**config.mk**
```make
export PLATFORM = sky130hd
export DESIGN_NAME = sip_back
export DESIGN_NICKNAME = d
export VERILOG_FILES = /design/src/sip_pkg.sv /design/src/sip_back.sv
export SDC_FILE = /design/constraint.sdc
export NUM_CORES = 1
export LEC_CHECK = 0
export BUFFER_PORTS_ARGS = -buffer_cell sky130_fd_sc_hd__buf_4
export CAP_MARGIN = 5
export CORE_MARGIN = 2
export CORE_UTILIZATION = 60
export CTS_BUF_LIST = sky130_fd_sc_hd__clkbuf_2
export DETAILED_ROUTE_END_ITERATION = 8
export GPL_TIMING_DRIVEN = 0
export PLACE_DENSITY = 0.95
export SETUP_SLACK_MARGIN = 0.4
export SLEW_MARGIN = 20
export SYNTH_ARGS = -nofsm -noshare
export SYNTH_HDL_FRONTEND = slang
export SYNTH_SLANG_ARGS = --single-unit
```
**constraint.sdc**
```tcl
create_clock -name clock -period 8.2 [get_ports clock]
set_input_delay 0.41 -clock clock [delete_from_list [all_inputs] [get_ports clock]]
set_output_delay 0.41 -clock clock [all_outputs]
set_load 0.05 [all_outputs]
```
**src/sip_pkg.sv**
```systemverilog
// Shared widths, constants and item types for the segment intersection block.
// No dependencies; imported by every module of the block.
package sip_pkg;

   // Coordinate format: signed Q12.4
   localparam int COORD_W = 16;
   localparam int FRAC_W  = 4;

   // Derived arithmetic widths
   localparam int DIFF_W  = COORD_W + 1;        // coordinate difference
   localparam int PROD_W  = 2 * DIFF_W;         // product of two differences
   localparam int CROSS_W = PROD_W + 1;         // cross product
   localparam int DEN_W   = CROSS_W + 1;        // d1 + d2
   localparam int DMAG_W  = COORD_W;            // |P2 - P1| per axis
   localparam int NUM_W   = DMAG_W + CROSS_W;   // |delta| * d1
   localparam int QUO_W   = COORD_W;            // quotient, below |delta|

   // Pipeline geometry
   localparam int FRONT_STAGES  = 5;
   localparam int DIV_STAGES    = QUO_W;
   localparam int PIPE_CAPACITY = FRONT_STAGES + DIV_STAGES + 2;
   localparam int INFLIGHT_W    = $clog2(PIPE_CAPACITY + 1) + 1;

   // Stream widths
   localparam int REQ_DATA_W = 8 * COORD_W;
   localparam int RSP_DATA_W = 2 * COORD_W;

   typedef logic signed [COORD_W-1:0] coord_type;
   typedef logic signed [DIFF_W-1:0]  diff_type;
   typedef logic signed [PROD_W-1:0]  prod_type;
   typedef logic signed [CROSS_W-1:0] cross_type;
   typedef logic        [CROSS_W-1:0] mag_type;
   typedef logic        [DEN_W-1:0]   den_type;
   typedef logic        [DMAG_W-1:0]  dmag_type;
   typedef logic        [NUM_W-1:0]   num_type;
   typedef logic        [QUO_W-1:0]   quo_type;

   // Point reported when the segments do not cross: (-100.0, -100.0)
   localparam coord_type SENTINEL = COORD_W'(-(100 * (2 ** FRAC_W)));

   // One input item: two segments
   typedef struct packed {
      coord_type first_start_x;
      coord_type first_start_y;
      coord_type first_end_x;
      coord_type first_end_y;
      coord_type second_start_x;
      coord_type second_start_y;
      coord_type second_end_x;
      coord_type second_end_y;
   } seg_pair_type;

   // Front end to divider
   typedef struct packed {
      logic      hit;
      logic      neg_x;
      logic      neg_y;
      coord_type start_x;
      coord_type start_y;
      den_type   den;
      num_type   num_x;
      num_type   num_y;
   } div_in_type;

   // Divider to output stage
   typedef struct packed {
      logic      hit;
      logic      neg_x;
      logic      neg_y;
      coord_type start_x;
      coord_type start_y;
      quo_type   quo_x;
      quo_type   quo_y;
   } div_out_type;

   // One result item
   typedef struct packed {
      logic      crossed;
      coord_type cross_x;
      coord_type cross_y;
   } result_type;

endpackage

```
**src/sip_back.sv**
```systemverilog
// Output stage: applies the offset sign, adds the start point, selects the
// sentinel, and buffers the result in an output register plus skid register.
// Depends on sip_pkg.
module sip_back (
   input  logic                 clock,
   input  logic                 reset,
   input  logic                 in_valid,
   output logic                 in_ready,
   input  sip_pkg::div_out_type in_item,
   output logic                 out_valid,
   input  logic                 out_ready,
   output sip_pkg::result_type  out_item
);
   import sip_pkg::*;

   result_type res_in;
   result_type out_ff, out_in;
   result_type skid_ff;
   logic       out_vld_ff, out_vld_in;
   logic       skid_vld_ff, skid_vld_in;
   logic       accept;
   logic       out_free;

   // Crossing point, or the sentinel
   always_comb begin
      diff_type off_x, off_y;
      off_x = in_item.neg_x ? -diff_type'({1'b0, in_item.quo_x})
                            : diff_type'({1'b0, in_item.quo_x});
      off_y = in_item.neg_y ? -diff_type'({1'b0, in_item.quo_y})
                            : diff_type'({1'b0, in_item.quo_y});
      res_in.crossed = in_item.hit;
      res_in.cross_x = in_item.hit
                       ? COORD_W'(diff_type'(in_item.start_x) + off_x) : SENTINEL;
      res_in.cross_y = in_item.hit
                       ? COORD_W'(diff_type'(in_item.start_y) + off_y) : SENTINEL;
   end

   assign in_ready  = !skid_vld_ff;
   assign accept    = in_valid && in_ready;
   assign out_free  = !out_vld_ff || out_ready;
   assign out_valid = out_vld_ff;
   assign out_item  = out_ff;

   // Output register takes the skid item first, then a new item
   always_comb begin
      out_in      = out_ff;
      out_vld_in  = out_vld_ff;
      skid_vld_in = skid_vld_ff;
      if (out_free) begin
         if (skid_vld_ff) begin
            out_in      = skid_ff;
            out_vld_in  = 1'b1;
            skid_vld_in = 1'b0;
         end else begin
            out_in     = res_in;
            out_vld_in = accept;
         end
      end else if (accept) begin
         skid_vld_in = 1'b1;
      end
   end

   always_ff @(posedge clock) begin
      if (reset) begin
         out_vld_ff  <= 1'b0;
         skid_vld_ff <= 1'b0;
      end else begin
         out_vld_ff  <= out_vld_in;
         skid_vld_ff <= skid_vld_in;
      end
   end

   always_ff @(posedge clock) begin
      out_ff <= out_in;
      if (accept && !out_free) begin
         skid_ff <= res_in;
      end
   end

endmodule

```
Yosys cells after proc, flatten, opt, wreduce, memory -nomap -nowiden:

Cells that the tools add are included.

* bits in read-only memories: 0
* output and inout bits: 35
* bits in registers: 68
* memories kept: 0
* logic and storage cells: 25
* latch bits: 0
* memory bits (writable): 0

* muxes and demuxes: 6
* $add $sub $neg: 4
* order comparisons: 0
* multiply operators: 0
* div/mod/pow operators: 0
* bitwise gates (word level): 0
* shifts and indexed selects: 0
* reduce and logical (&&, ||, !) cells: 7
* equality and inequality tests: 0

Operators by type and width (count)
* $mux W16: 4
* $mux W33: 1
* $add A16 B16 Y16: 2
* $neg A16 Y16: 2
* $logic_not A1 Y1: 3
* $logic_and A1 B1 Y1: 2
* $reduce_or A2 Y1: 1
* $logic_or A1 B1 Y1: 1
* $mux W1: 1

Logic depth before layout (Yosys ltp):

* depth in word-level cells: 5
* mapped depth: 14

Least setup slack after synthesis:

No wires, ideal clock.

* kind: flip-flop to flip-flop
* start point: register out_vld_ff (netlist: out_valid)
* end point: register skid_ff[0] in the netlist's numbering (enable)
* clock period less this slack: 4.549 ns
* slack: 3.651 ns
* cell stages (with the launch flop): 3
* arrival: 4.078 ns
* required time: 7.729 ns
* setup time: 0.471 ns
* path buffers: 0
* cell sequence: dfxtp_1 nand2b_1 nor3b_1

* longest elaborated chain between the ends: 4

Ends and longest elaborated chain
* start, declared: line sip_back.sv:19 `logic out_vld_ff, out_vld_in;`
* start signal, assigned: line sip_back.sv:68 `out_vld_ff <= out_vld_in;`
* $logic_not A1 Y1: line sip_back.sv:40 `assign out_free = !out_vld_ff || out_ready;`
* $logic_or A1 B1 Y1: line sip_back.sv:40
* net out_free: line sip_back.sv:22 `logic out_free;`
* $logic_not A1 Y1: line sip_back.sv:75 `if (accept && !out_free) begin`
* $logic_and A1 B1 Y1: line sip_back.sv:75
* end signal, assigned: line sip_back.sv:76 `skid_ff <= res_in;`
* end, declared: line sip_back.sv:18 `result_type skid_ff;`

The timed path passes the listed nets, and every way through them passes these cells.
A chain may end at the register's enable or synchronous reset.

Worst setup path after layout:

* start point: input port in_item[1] in the netlist's numbering
* end point: register out_ff (netlist bit out_item[14]) (data pin)

* longest elaborated chain between the ends: 5

Ends and longest elaborated chain
* start, declared: line sip_back.sv:9 `input sip_pkg::div_out_type in_item,`
* $neg A16 Y16: line sip_back.sv:29 `off_y = in_item.neg_y ? -diff_type'({1'b0, in_item.quo_y})`
* $mux W16 *: line sip_back.sv:29
* $add A16 B16 Y16 *: line sip_back.sv:35 `? COORD_W'(diff_type'(in_item.start_y) + off_y) : SENTINEL;`
* $mux W16 *: line sip_back.sv:35
* $mux W33 *: line sip_back.sv:50 `if (skid_vld_ff) begin`
* end signal, assigned: line sip_back.sv:74 `out_ff <= out_in;`
* end, declared: line sip_back.sv:17 `result_type out_ff, out_in;`

Every way passes the cells marked *; elsewhere a longest branch is shown, timed or not.

==> impl_metrics.yaml <==
placed_design:
  globalplace.congestion: 0.949
  placed_area_um2: 5730
  hpwl_um: 8540
  post-place-ws_ns: 4.32
  portBuffers: 105
  place_inst: 662
clocking:
  root_buffer: "clkbuf_2"
  clk_pin_slew_worst_paths_ns: 0.20
  cts_setup_buffers: 0
  clockBufferDepth: 2
  cts_tree: "yes"
  cts_sinks: 68
  worst_skew_pair.late_latency_ns: 0.53
  ctsResizeCount: 0
  htree_levels: 3
  cts_made_buffers: 9
global_routing:
  grt_pass1_vias: 3940
  grt_pass1_wl_um: 18100
  antenna_found_initial: 0
  grt_use_total_pct: 26.5
  use_met1_pct: 31.9
  grt_max_degree: 32
  grt-busiest-layer: "met2"
  grt_overflow_total: 0
  use_met2_pct: 47.3
  grt_util_met3_pct: 5.88
synthesis:
  yosysUniqueCellTypes: 54
  syn-num-nets: 562
  synth_compound_area_share_pct: 18.5
  synthAdderAreaFrac_pct: 10.8
  synth-main-ff-cell: "edfxtp_1"
  synth_top_area_share_pct: 41.6
  synth_xor_area_share_pct: 9.54
  ys_top_cells_by_count: "edfxtp_1, nand2_1, xnor2_1"
  yosys.area_share.simple_pct: 13.1
  synth-seq-cells: 68
  synthTopCellsByArea: "edfxtp_1, ha_1, xnor2_1, nand2_1, a21oi_1"
  yosysWarnings: 0
  syn_area_um2: 4760
  synth.area.mux_share_pct: 3.08
  synth_top_family_by_area: "compound AO/OA/AOI/OAI gates"
  async_flop_share_pct: 0
  synth.most_common_cell: "edfxtp_1"
  synth_edf_count: 66
  seq_area_frac_synth_pct: 42.5
  yosysTopAreaCell: "edfxtp_1"
  synthCells: 451
  syn_avg_cell_area_um2: 10.6
timing:
  fin_crit_sh_pct: 42.2
  fin_crit_ns: 3.46
  hold_violations: 0
  tightest_slew_ns: 0.869
  slew_viol_final: 0
  slew-limit-headroom_pct: 40.6
  fin_tns_setup_ns: 0
  rsz0062_at_grt: "no"
  finalSetupViolations: 0
  layout_setup_ws_ns: 4.74
  finClkSkew_ns: 0.0200
  fmax_mhz: 289
routing:
  routed_wl_um: 11400
  route.detailed.wl_per_inst_um: 16.7
  final_antenna_net_count: 0
  vias_per_cell: 6.07
  drc: 0
  vias: 4119
  drt_iter0_markers: 342
  first_pass_iters: 6
final_layout:
  final_cells: 679
  fin_nets: 683
  layout-drive-gt1-share_pct: 26.3
  utilization_pct: 76.7
  final_area_um2: 5900
  area_growth_pct: 23.9
  diodes: 0
setup_path:
  slowest_stage: "a2111oi_0"
  crit_family: "compound AO/OA/AOI/OAI gates"
  slowest_delay_ns: 0.77
  worst-endpoint-required_ns: 8.48
  cp_max_fo: 7
  cp-start-kind: "input pin"
  arrival_ns: 3.74
  cp_common_cell: "xnor2_1"
  path_cells: "buf_4, or3_4, or3_1, o31ai_1, xnor2_1, ha_1, buf_2, nand4_1, a2111oi_0, o21ai_0, nand2_1, xnor2_1, a2bb2oi_1"
  cp-end-kind: "register"
  critPathBufInv: 2
  path_class: "in -> reg"
floorplan:
  core_um2: 7690
  placementRows: 32
  die_h_um: 93.1
  die-area_um2: 8660
  die_x_um: 93.1
  io-pin-count: 106
  start_util_pct: 61.9
power_and_ir_drop:
  leakage_nw: 2.42
  cellPowerDensity_nw_per_um2: 197
  peakVddDrop_uv: 129
flow_run:
  drv_cap: 0
status:
  status: "finished, final reports clean"
min_path:
  hp-class: "in -> reg"
[worst paths after layout]
path                from           end  slack, ns  cells past startpoint
max reg2reg    out_valid   skid_ff[28]       5.86                      6
min          in_item[66]   skid_ff[32]       0.15                      1
max           in_item[1]  out_item[14]       4.74                     13
min reg2reg  skid_ff[17]  out_item[17]       0.56                      2
[metal layers]
metal	part of all wire [%]	vias to the layer above
met5	0	-
met4	2.0	0
li1	-	1936
met2	53	210
met3	6.8	28
met1	38	1945
[through the flow]
step / hold slack, ns / power (mW)
6_report: 0.150 / 1.16
2_1_floorplan: 0.479 / 0.770
3_3_place_gp: 0.509 / 0.889
4_1_cts: 0.142 / 1.16
3_5_place_dp: 0.526 / 0.906
5_1_grt: 0.128 / 1.21
[flip-flops by register name, indices dropped and copies added, names as in the netlist]
name and cells:
out_item 33, out_valid 1, skid_vld_ff 1, skid_ff 33
[placed cells by master, fill, tap and decap left out, types with 3 or more instances in the layout]
| cell | instances |
|---|---|
| o21bai_1 | 3 |
| xnor2_1 | 39 |
| nor2_1 | 23 |
| a21oi_1 | 30 |
| o21ai_1 | 3 |
| nand2b_1 | 7 |
| o31ai_1 | 9 |
| clkbuf_2 | 9 |
| a211oi_1 | 8 |
| a2bb2oi_1 | 12 |
| nand3_1 | 6 |
| a21o_1 | 8 |
| bufinv_16 | 3 |
| o21ai_0 | 21 |
| o21a_1 | 7 |
| nor2b_1 | 3 |
| ha_1 | 38 |
| o211ai_1 | 5 |
| nor3_1 | 9 |
| nand2_1 | 44 |
| inv_1 | 18 |
| a22o_1 | 5 |
| edfxtp_1 | 66 |
| xor2_1 | 11 |
| buf_1 | 3 |
| or3_1 | 4 |
| clkbuf_1 | 8 |
| buf_4 | 107 |
| nand4_1 | 5 |
| mux2_2 | 13 |
| and2_1 | 7 |
[power by group]
part           leakage [nW]  switching (mW)  internal (mW)
clock                0.0876           0.123          0.130
combinational          1.68           0.292          0.177
sequential            0.651          0.0107          0.431
[timing repair]
action | CTS | global route
setup endpoints to repair | 0 | 0
endpoints found under the hold margin | 1 | 0
hold buffers | 1 | 0
[layout make-up]
cell class	instances	area, um2
buffer	12	46.3
clock buffer	9	45.0
clock inverter	7	114
fill	484	1790
inverter	19	71.3
multi-input combinational	352	2630
sequential	68	2020
tap	102	128
timing repair buffer	110	845
[kinds of logic (layout without fill, tap and decap cells)]
logic type | Yosys count | count (layout)
AO/OA/AOI/OAI | 127 | 127
AND/OR/NAND/NOR | 121 | 121
flip-flops | 68 | 68
XOR/XNOR | 51 | 51
adder cells (fa/ha/maj) | 40 | 40
buffers and inverters | 31 | 157
multiplexers | 13 | 13
[worst reg2reg max path: cells and delay by family, from the launching register on]
kind                   cells  cell delay (ns)
buffers and inverters      4             0.87
DFF                        1             0.40
and+or+nand+nor            2             0.78
No activity file was read; power rests on OpenSTA's default activity.
